<file path="src/rtl/core/pie_pkg.sv">
// shared types, sizes and helpers for the palette index encoder
// no dependencies
package pie_pkg;

  localparam int PAL_DEPTH = 256;
  localparam int ID_W      = 16;
  localparam int IDX_W     = $clog2(PAL_DEPTH);
  localparam int CNT_W     = $clog2(PAL_DEPTH + 1);
  localparam int BITS_W    = 4;

  typedef struct packed {
    logic             valid;
    logic [ID_W-1:0]  id;
    logic             last;
    logic             found;
    logic             added;
    logic [IDX_W-1:0] idx;
  } probe_t;

  // ceil(log2(count)), zero for a count of zero or one
  function automatic logic [BITS_W-1:0] index_bits(input logic [CNT_W-1:0] count);
    logic [CNT_W-1:0]  n;
    logic [BITS_W-1:0] b;
    n = count - CNT_W'(1);
    b = '0;
    for (int k = 0; k < CNT_W; k++) begin
      if (n[k]) begin
        b = BITS_W'(k + 1);
      end
    end
    if (count <= CNT_W'(1)) begin
      b = '0;
    end
    return b;
  endfunction

endpackage

</file>
<file path="src/rtl/core/pie_cell.sv">
// one palette slot: holds an entry, matches or claims it as a probe passes
// depends on pie_pkg
module pie_cell import pie_pkg::*; (
  input  logic             clk,
  input  logic             rst_n,
  input  logic [IDX_W-1:0] slot_idx,
  input  logic [CNT_W-1:0] cnt_i,
  input  probe_t           p_i,
  output probe_t           p_o
);

  logic [ID_W-1:0] entry_r;
  probe_t          p_r;
  probe_t          p_nxt;
  logic            used;
  logic            hit;
  logic            claim;

  assign used  = CNT_W'(slot_idx) < cnt_i;
  assign hit   = p_i.valid && !p_i.found && used && (entry_r == p_i.id);
  assign claim = p_i.valid && !p_i.found && (CNT_W'(slot_idx) == cnt_i);

  always_comb begin
    p_nxt = p_i;
    if (hit || claim) begin
      p_nxt.found = 1'b1;
      p_nxt.idx   = slot_idx;
    end
    if (claim) begin
      p_nxt.added = 1'b1;
    end
  end

  always_ff @(posedge clk) begin
    if (!rst_n) begin
      p_r.valid <= 1'b0;
    end else begin
      p_r.valid <= p_nxt.valid;
    end
    p_r.id    <= p_nxt.id;
    p_r.last  <= p_nxt.last;
    p_r.found <= p_nxt.found;
    p_r.added <= p_nxt.added;
    p_r.idx   <= p_nxt.idx;
    if (claim) begin
      entry_r <= p_i.id;
    end
  end

  assign p_o = p_r;

endmodule

</file>
<file path="config.mk">
export PLATFORM = sky130hd
export DESIGN_NAME = pie_cell
export DESIGN_NICKNAME = d
export VERILOG_FILES = /design/src/rtl/core/pie_pkg.sv /design/src/rtl/core/pie_cell.sv
export SDC_FILE = /design/constraint.sdc
export NUM_CORES = 1
export LEC_CHECK = 0
export BUFFER_PORTS_ARGS = -buffer_cell sky130_fd_sc_hd__buf_4
export CAP_MARGIN = 20
export CORE_MARGIN = 5
export CORE_UTILIZATION = 25
export CTS_CLUSTER_SIZE = 14
export DETAILED_ROUTE_END_ITERATION = 16
export GPL_TIMING_DRIVEN = 0
export PLACE_DENSITY_LB_ADDON = 0.1
export SLEW_MARGIN = 30
export SYNTH_ARGS = -nofsm -noshare
export SYNTH_HDL_FRONTEND = slang
export SYNTH_SLANG_ARGS = --single-unit
</file>
<file path="constraint.sdc">
create_clock -name clk -period 4.5 [get_ports clk]
set_clock_uncertainty 0.15 [all_clocks]
set_input_delay 0.45 -clock clk [delete_from_list [all_inputs] [get_ports clk]]
set_output_delay 0.45 -clock clk [all_outputs]
set_load 0.02 [all_outputs]
</file>
==> flow_metrics.env, run 1 <==
export IMPL_drive_above_1_share_pct=48.7
export IMPL_cts_resized_gates=0
export IMPL_fin_tns_setup_ns=0
export IMPL_slew_viol_final=0
export IMPL_totalWireLength_microns=3400
export IMPL_yosysTopAreaCell="dfxtp_1"
export IMPL_io_pins=75
export IMPL_ys_warnings_count=0
export IMPL_antenna_found_initial=0
export IMPL_cts_setup_buffers=0
export IMPL_grt_ovfl_total=0
export IMPL_grt_pass1_wl_microns=5640
export IMPL_powerDensity_nw_per_um2=337
export IMPL_clk_insertion_delay_late_ns=0.29
export IMPL_rsz0062_at_grt="false"
export IMPL_drt_pass1_iter_count=4
export IMPL_r2r_end="p_o[2]"
export IMPL_hold_path_depth=1
export IMPL_drtIter0Drc=23
export IMPL_antenna_cells=0
export IMPL_synth_edf_count=16
export IMPL_min_to="p_o[10]"
export IMPL_grt_start_max_net_pins=18
export IMPL_post_drt_wl_per_cell_microns=12.5
export IMPL_cts_sinks=44
export IMPL_synth_area_leaders="dfxtp_1 (35%), edfxtp_1 (30%), xnor2_1 (8.8%)"
export IMPL_fillers=643
export IMPL_die_w_microns=89.9
export IMPL_r2r_setup_slack_ns=2.69
export IMPL_tightest_slew_ns=0.498
export IMPL_max_freq_mhz=489
export IMPL_synth_fp_nets=168
export IMPL_yosys_register_bits=44
export IMPL_dieArea_sq_um=8080
export IMPL_async_flop_share_pct=0
export IMPL_ys_seq_area_share_pct=65.3
export IMPL_path_clk_slew_ns=0.08
export IMPL_vias=1090
export IMPL_final_seq_area_sq_um=1040
export IMPL_gp_congestion=0.671
export IMPL_synthCells=113
export IMPL_grt_use_total_pct=8.54
export IMPL_synth_top_flop_cell="dfxtp_1"
export IMPL_setup_violations=0
export IMPL_critPathLaunchType="primary input"
export IMPL_syn_area_sq_um=1600
export IMPL_critPathMaxFanout=9
export IMPL_hold_violations=0
export IMPL_numCtsBuffers=5
export IMPL_die_h_microns=89.9
export IMPL_routed_via_density=4.01
export IMPL_hpwl_microns=2730
export IMPL_ant_nets=0
export IMPL_io_buffer_count=74
export IMPL_total_power_mw=0.792
export IMPL_drv_cap=0
export IMPL_finalCritPeriodShare_pct=45.4
export IMPL_ir_worst_vdd_mv=0.148
export IMPL_fin_crit_ns=2.04
export IMPL_drcViolationCount=0
export IMPL_r2r_cells=5
export IMPL_yosys_cell_count_top_type="dfxtp_1"
export IMPL_hold_class="in -> reg"
export IMPL_tritoncts="built"
export IMPL_worst_slew_margin_rel_pct=66.7
export IMPL_cp_arrival_ns=2.07
export IMPL_synth_area_per_cell_sq_um=14.1
export IMPL_synth_common_cells="dfxtp_1 (28), edfxtp_1 (16), xnor2_1 (16)"
export IMPL_std_cell_rows=29
export IMPL_ctsHoldBuffers=0
export IMPL_synth_distinct_cells=23
export IMPL_grt_pass1_vias=1189
export IMPL_end_kind="flop"
export IMPL_crit_type="in -> reg"
export IMPL_clockRootBuffer="clkbuf_8"
export IMPL_syn_to_final_growth_pct=47.4
export IMPL_min_from="p_i[10]"
export IMPL_leakage_nw=1.01
export IMPL_status="complete, no violations"
export IMPL_initial_utilization_pct=25.4
export IMPL_crit_required_ns=4.53
export IMPL_synth_top_area_share_pct=35.1
export IMPL_cts_htree_levels=2
export IMPL_nNetsFinal=249
export IMPL_multi_input_area_sq_um=532
export IMPL_coreArea_sq_um=6280
export IMPL_clockBufferDepth=2
export IMPL_r2r_start="entry_r[3]"
sequential cells by signal, summed over array words and instances, names as in the netlist:
| signal | flops |
|---|---|
| p_o | 28 |
| entry_r | 16 |
area by class of cell:
class / instances / area share (%)
Tap cell: 77 / 4.10
Sequential cell: 44 / 44.3
Multi-Input combinational cell: 61 / 22.6
Timing Repair Buffer: 74 / 23.6
Clock inverter: 2 / 0.585
Inverter: 8 / 1.28
Clock buffer: 6 / 3.51
critical path, stage by stage:
cell and delay (ns):
buf_4 0.11, ha_1 0.28, nand4b_1 0.21, nor2_1 0.16
o31ai_1 0.12, a31oi_4 0.36, mux2_2 0.38
placed cells by master, fill, tap and decap left out:
cell / count
or2b_1: 1
nand4b_1: 1
and2_1: 1
nand2b_1: 2
nor2_1: 4
xnor2_1: 16
nand4_1: 4
nor2b_4: 1
dfxtp_1: 28
nor3_1: 1
and3_1: 1
inv_6: 1
nand3_1: 4
or2_2: 1
clkbuf_8: 6
edfxtp_1: 16
clkinv_2: 1
mux2_2: 8
o21ai_0: 1
a21oi_1: 2
inv_1: 8
a31oi_4: 1
o31ai_1: 1
nor4_2: 1
nor3b_1: 1
buf_4: 74
ha_1: 8
nor2_4: 1
kinds of logic after synthesis:
group | Yosys count | share of synthesized area, %
AOI/OAI and AO/OA | 5 | 2.74
xor gates and xnor gates | 16 | 8.78
adders and majority gates | 8 | 6.27
buffers and inverters | 8 | 1.88
DFF | 44 | 65.3
muxes | 8 | 5.65
and+or+nand+nor | 24 | 9.41
power by group:
| part | switching (mW) | internal [mW] | total [mW] |
|---|---|---|---|
| logic | 0.0471 | 0.0585 | 0.106 |
| clock network | 0.133 | 0.126 | 0.259 |
| registers | 0.00335 | 0.425 | 0.428 |
stage by stage:
stage	instance area, sq um	util [%]	hold WS, ns	setup WS [ns]	std cells
2_1_floorplan	1600	-	0.328	2.25	113
3_3_place_gp	2250	35.8	0.406	1.71	264
3_5_place_dp	2250	35.8	0.409	2.07	264
4_1_cts	2350	37.4	0.0937	2.38	272
5_1_grt	2350	37.5	0.0892	2.34	272
6_report	2350	37.5	0.111	2.46	272
routing by layer:
| layer | track usage [%] | part of all wire [%] |
|---|---|---|
| met2 | 13.1 | 46 |
| met1 | 10.5 | 43 |
| met4 | 3.35 | 0.85 |
| met5 | 0 | 0 |
| met3 | 3.76 | 9.3 |
how the worst max path moves through the flow:
stage                  endpoint  slack [ns]        start
finish                   p_o[2]        2.46  slot_idx[6]
global route             p_o[3]        2.34  slot_idx[6]
CTS                  entry_r[9]        2.38  slot_idx[2]
detailed placement  entry_r[11]        2.07  slot_idx[2]
global placement     entry_r[2]        1.71  slot_idx[2]
floorplan            entry_r[0]        2.25     cnt_i[2]
(Power assumes the default switching activity.)
==> inputs of run 2 (changes only) <==
--- a/config.mk
+++ b/config.mk
@@ -5,6 +5,7 @@
 export SDC_FILE = /design/constraint.sdc
 export NUM_CORES = 1
 export LEC_CHECK = 0
+export ABC_AREA = 1
 export BUFFER_PORTS_ARGS = -buffer_cell sky130_fd_sc_hd__buf_4
 export CAP_MARGIN = 20
 export CORE_MARGIN = 5
==> constraint.sdc (replaced) <==
create_clock -name clk -period 1.66 [get_ports clk]
set_clock_uncertainty 0.15 [all_clocks]
set_input_delay 0.166 -clock clk [delete_from_list [all_inputs] [get_ports clk]]
set_output_delay 0.166 -clock clk [all_outputs]
set_load 0.02 [all_outputs]
==> run 2 against run 1 <==
Against the previous run: synthesized cell count rose by 50%; largest cell class unchanged; wire length rose by 28%; utilization rose by 7.2 points.
==> flow_metrics.env, run 2 <==
export IMPL_status="complete, no violations"
export IMPL_synth_compound_area_share_pct=0.737
export IMPL_clk_insertion_delay_late_ns=0.28
export IMPL_post_drt_wl_per_cell_microns=11.7
export IMPL_finalWorstSetupSlack_ns=0.103
export IMPL_path_clk_slew_ns=0.08
export IMPL_synthCells=169
export IMPL_die_w_microns=92.4
export IMPL_drtIter0Drc=31
export IMPL_slowest_stage="edfxtp_1"
export IMPL_grt_start_max_net_pins=18
export IMPL_total_power_mw=2.35
export IMPL_synth_area_per_cell_sq_um=10.0
export IMPL_largest_reg_flops=28
export IMPL_cts_sinks=44
export IMPL_critPathLaunchType="flop"
export IMPL_synth_top_area_share_pct=33.0
export IMPL_drv_cap=0
export IMPL_drive_above_1_share_pct=36.1
export IMPL_place_area_sq_um=2440
export IMPL_hold_violations=0
export IMPL_cp_slowest_stage_delay_ns=0.39
export IMPL_ys_seq_area_share_pct=61.4
export IMPL_grt_use_total_pct=10.4
export IMPL_setup_violations=0
export IMPL_synth_distinct_cells=17
export IMPL_tritoncts="built"
export IMPL_syn_area_sq_um=1700
export IMPL_ant_nets=0
export IMPL_yosys_area_share_adder_pct=5.90
export IMPL_drcViolationCount=0
export IMPL_yosysTopAreaCell="dfxtp_1"
export IMPL_tightest_slew_ns=0.330
export IMPL_antenna_cells=0
export IMPL_async_flop_share_pct=0
export IMPL_synth_xor_area_share_pct=6.71
export IMPL_ir_worst_vdd_mv=0.305
export IMPL_nNetsFinal=345
export IMPL_grt_pass1_wl_microns=7050
export IMPL_initial_utilization_pct=25.4
export IMPL_finalCritPeriodShare_pct=93.8
export IMPL_synth_common_cells="nand2_1 (53), dfxtp_1 (28), inv_1 (22)"
export IMPL_syn_to_final_growth_pct=75.9
export IMPL_drt_pass1_iter_count=4
export IMPL_max_freq_mhz=642
export IMPL_synthSimpleGateAreaFrac_pct=20.4
export IMPL_synth_top_family_by_area="simple AND/OR/NAND/NOR gates"
export IMPL_clockBufferDepth=2
export IMPL_routed_via_density=4.00
export IMPL_std_cell_rows=30
export IMPL_dieArea_sq_um=8530
export IMPL_antenna_found_initial=0
export IMPL_io_pins=75
export IMPL_crit_path_cell_trace="xnor2_1 -> nand2_1 -> nor2_1 -> nand2_2 -> nor2_4 -> nand2_4 -> nand2_8 -> nand2_1 -> nand2_1"
export IMPL_placed_cells=323
export IMPL_critPathMaxFanout=8
export IMPL_yosys_cell_count_top_type="nand2_1"
export IMPL_vias=1484
export IMPL_leakage_nw=1.39
export IMPL_synth_edf_count=16
export IMPL_gp_congestion=0.725
export IMPL_fin_crit_ns=1.56
export IMPL_fin_cells=371
export IMPL_end_kind="flop"
export IMPL_die_h_microns=92.4
export IMPL_ys_warnings_count=0
export IMPL_fin_tns_setup_ns=0
export IMPL_clockRootBuffer="clkbuf_8"
export IMPL_coreArea_sq_um=6680
export IMPL_hpwl_microns=3060
export IMPL_numCtsBuffers=5
export IMPL_cp_arrival_ns=1.64
export IMPL_io_buffer_count=74
export IMPL_hold_class="in -> reg"
export IMPL_crit_type="reg -> reg"
export IMPL_synth_top_flop_cell="dfxtp_1"
export IMPL_powerDensity_nw_per_um2=789
export IMPL_layout_commonest_cell="buf_4"
export IMPL_pre_cts_slack_ns=-0.514
export IMPL_synth_area_leaders="dfxtp_1 (33%), edfxtp_1 (28%), nand2_1 (12%)"
export IMPL_grt_pass1_vias=1578
export IMPL_muxShareOfSynthArea_pct=0
export IMPL_crit_required_ns=1.74
export IMPL_synth_fp_nets=224
export IMPL_worst_slew_margin_rel_pct=78.0
export IMPL_yosys_register_bits=44
export IMPL_rsz0062_at_grt="true"
export IMPL_cp_common_cell="nand2_1"
export IMPL_final_cell_mix="buf_4 (75), nand2_1 (49), dlygate4sd3_1 (37), dfxtp_1 (28), inv_1 (19)"
export IMPL_cts_htree_levels=2
export IMPL_grt_ovfl_total=0
export IMPL_totalWireLength_microns=4360
export IMPL_postLayoutCellArea_sq_um=2980
export IMPL_slew_viol_final=0
[run 2: cell types whose count changed after synthesis, sizes merged, moves of 2 or more]
cell,delta
xnor2,-3
mux2,-8
nand2,+55
nand2b,-2
nor2,+4
inv,+14
nand3,+8
nand4,-4
[run 2: final timing paths]
kind	startpoint	end	cells past startpoint	slack, ns
setup / recovery	entry_r[5]	p_o[4]	9	0.10
hold / removal	p_i[9]	p_o[5]	7	0.31
setup reg to reg	entry_r[5]	p_o[4]	9	0.10
hold reg to reg	entry_r[7]	p_o[5]	8	0.77
[run 2: area by class of cell]
cell class / instances / area, sq um
Clock buffer: 6 / 72.6
Clock inverter: 2 / 35.0
Fill cell: 693 / 3700
Inverter: 22 / 95.1
Multi-Input combinational cell: 104 / 687
Sequential cell: 44 / 1040
Tap cell: 80 / 100
Timing Repair Buffer: 113 / 953
[run 2: repair_timing]
item	in CTS	in global routing
hold buffers	37	0
hold endpoints to repair	44	0
pin swaps	1	4
cloned	0	1
endpoints found under the setup margin	25	8
resized for setup	2	6
setup buffers	1	1
[run 2: logic make-up (layout without fill, tap and decap cells)]
group / after synthesis / in the layout
flip-flops: 44 / 44
XOR/XNOR: 13 / 13
adder cells (fa/ha/maj): 8 / 8
AO/OA/AOI/OAI: 2 / 2
buffers and inverters: 22 / 143
AND/OR/NAND/NOR: 80 / 81
[run 2: per-layer routing]
| metal | global-route usage, % | part of all wire [%] | vias up | routed length, microns |
|---|---|---|---|---|
| met5 | 0 | 0 | - | 0 |
| met4 | 3.71 | 1.0 | 0 | 44 |
| met3 | 3.17 | 5.9 | 6 | 258 |
| met2 | 19.3 | 52 | 43 | 2280 |
| met1 | 11.0 | 41 | 660 | 1780 |
| li1 | - | - | 775 | - |
[run 2: metrics by stage]
step / util, % / hold WS [ns]
5_1_grt: 44.7 / 0.370
2_1_floorplan: - / 0.0437
4_1_cts: 44.1 / 0.283
3_3_place_gp: 36.5 / 0.121
3_5_place_dp: 36.5 / 0.123
6_report: 44.7 / 0.305
[run 2: critical path, delay by kind of cell (launching register included)]
kind	cells	cell delay, ns
flops	1	0.39
xor+xnor	1	0.16
simple gates	8	0.81
[run 2: power by group]
group	internal [mW]	switching, mW	total (mW)	leakage, nW
Combinational	0.232	0.178	0.410	0.956
Clock	0.447	0.337	0.784	0.0552
Sequential	1.15	0.00909	1.16	0.380
==> inputs of run 3 (changes only) <==
--- a/config.mk
+++ b/config.mk
@@ -6,14 +6,15 @@
 export NUM_CORES = 1
 export LEC_CHECK = 0
 export ABC_AREA = 1
-export BUFFER_PORTS_ARGS = -buffer_cell sky130_fd_sc_hd__buf_4
 export CAP_MARGIN = 20
 export CORE_MARGIN = 5
-export CORE_UTILIZATION = 25
+export CORE_UTILIZATION = 55
 export CTS_CLUSTER_SIZE = 14
 export DETAILED_ROUTE_END_ITERATION = 16
+export DONT_BUFFER_PORTS = 1
 export GPL_TIMING_DRIVEN = 0
 export PLACE_DENSITY_LB_ADDON = 0.1
+export SETUP_SLACK_MARGIN = 0.02
 export SLEW_MARGIN = 30
 export SYNTH_ARGS = -nofsm -noshare
 export SYNTH_HDL_FRONTEND = slang
==> run 3 against run 2 <==
Against the previous run: final cell count decreased by 33%; sequential share of layout area is 11 points higher; non-clock buffer count down 76; clock power decreased by 41%; largest power group unchanged; highest routed layer unchanged.
==> flow_metrics.env, run 3 (synthesis results as in run 2) <==
export IMPL_status="complete, no violations"
export IMPL_vias=1218
export IMPL_syn_to_final_growth_pct=33.9
export IMPL_grt_ovfl_total=0
export IMPL_die_h_microns=65.5
export IMPL_clockRootBuffer="clkbuf_4"
export IMPL_hpwl_microns=2470
export IMPL_largest_reg_flops=28
export IMPL_cts_sinks=44
export IMPL_dieArea_sq_um=4300
export IMPL_hold_violations=0
export IMPL_cts_setup_buffers=0
export IMPL_totalWireLength_microns=3680
export IMPL_die_w_microns=65.5
export IMPL_cp_arrival_ns=1.73
export IMPL_finalCritPeriodShare_pct=96.4
export IMPL_slew_viol_final=0
export IMPL_layout_commonest_cell="nand2_1"
export IMPL_drtIter0Drc=64
export IMPL_path_clk_slew_ns=0.11
export IMPL_numCtsBuffers=5
export IMPL_finalWorstSetupSlack_ns=0.0589
export IMPL_nNetsFinal=269
export IMPL_hold_class="in -> reg"
export IMPL_cp_slowest_stage_delay_ns=0.40
export IMPL_slowest_stage="edfxtp_1"
export IMPL_io_pins=75
export IMPL_max_freq_mhz=625
export IMPL_drive_above_1_share_pct=12.1
export IMPL_placed_cells=202
export IMPL_drt_pass1_iter_count=4
export IMPL_routed_via_density=4.91
export IMPL_final_cell_mix="nand2_1 (50), dlygate4sd3_1 (37), dfxtp_1 (28), inv_1 (19), edfxtp_1 (16)"
export IMPL_cts_htree_levels=2
export IMPL_crit_path_cell_trace="xnor2_1 -> nand2_1 -> nor2_1 -> nand2_1 -> nor2_4 -> nand2_4 -> nand2_4 -> nand2_1 -> nand2_1"
export IMPL_total_power_mw=1.89
export IMPL_grt_pass1_wl_microns=5970
export IMPL_critPathLaunchType="flop"
export IMPL_grt_start_max_net_pins=18
export IMPL_crit_required_ns=1.79
export IMPL_crit_type="reg -> reg"
export IMPL_grt_pass1_vias=1305
export IMPL_initial_utilization_pct=56.5
export IMPL_gp_congestion=0.718
export IMPL_post_drt_wl_per_cell_microns=14.8
export IMPL_coreArea_sq_um=3000
export IMPL_tightest_slew_ns=0.771
export IMPL_clockBufferDepth=2
export IMPL_leakage_nw=0.992
export IMPL_fin_cells=248
export IMPL_std_cell_rows=20
export IMPL_io_buffer_count=0
export IMPL_clk_insertion_delay_late_ns=0.34
export IMPL_rsz0062_at_grt="true"
export IMPL_critPathMaxFanout=8
export IMPL_fin_tns_setup_ns=0
export IMPL_worst_slew_margin_rel_pct=48.4
export IMPL_pre_cts_slack_ns=-0.302
export IMPL_tritoncts="built"
export IMPL_ir_worst_vdd_mv=0.500
export IMPL_cp_common_cell="nand2_1"
export IMPL_fin_crit_ns=1.60
export IMPL_powerDensity_nw_per_um2=832
export IMPL_grt_use_total_pct=18.7
export IMPL_antenna_found_initial=0
export IMPL_end_kind="flop"
export IMPL_ant_nets=0
export IMPL_antenna_cells=0
export IMPL_drv_cap=0
export IMPL_setup_violations=0
export IMPL_drcViolationCount=0
-- run 3: final timing paths --
path	start	to	slack, ns	cells past startpoint
setup / recovery	entry_r[0]	p_o[7]	0.06	9
hold reg to reg	entry_r[10]	p_o[9]	0.74	7
setup reg to reg	entry_r[0]	p_o[7]	0.06	9
hold / removal	p_i[27]	p_o[9]	0.08	4
-- run 3: power breakdown --
group	leakage [nW]	switching (mW)	internal [mW]	total [mW]
sequential	0.380	0.0611	1.15	1.21
clock	0.0269	0.302	0.163	0.465
combinational	0.585	0.0892	0.123	0.212
-- run 3: layout make-up --
class | count | area [sq um]
timing repair buffer | 37 | 370
fill | 206 | 731
sequential | 44 | 1040
clock inverter | 1 | 3.75
clock buffer | 7 | 45.0
inverter | 22 | 95.1
multi-input combinational | 104 | 676
tap | 33 | 41.3
-- run 3: per-layer routing --
layer  GRT usage [%]  share of wire, %  vias up
met1            20.0                37      542
met4            5.70              0.76        0
li1                -                 -      624
met5               0                 0        -
met2            34.8                55       48
met3            5.98               6.6        4
-- run 3: timing repair --
action / CTS / global route
endpoints found under the setup margin: 1 / 25
hold endpoints to repair: 44 / 0
gates cloned: 1 / 0
hold buffers: 37 / 0
pin swaps: 1 / 7
gates resized for setup: 1 / 6
-- run 3: per-stage QoR --
stage / instance area, sq um / utilization, % / hold slack (ns)
floorplan: 1790 / - / 0.0437
CTS: 2250 / 75.0 / 0.0960
global route: 2270 / 75.7 / 0.0695
global placement: 1830 / 60.8 / 0.0438
detailed placement: 1830 / 60.8 / 0.0438
finish: 2270 / 75.7 / 0.0841
-- run 3: worst max-delay path, delay by kind of cell (launching register included) --
kind          cells  cell delay [ns]
flops             1             0.40
xor+xnor          1             0.16
simple gates      8             0.84
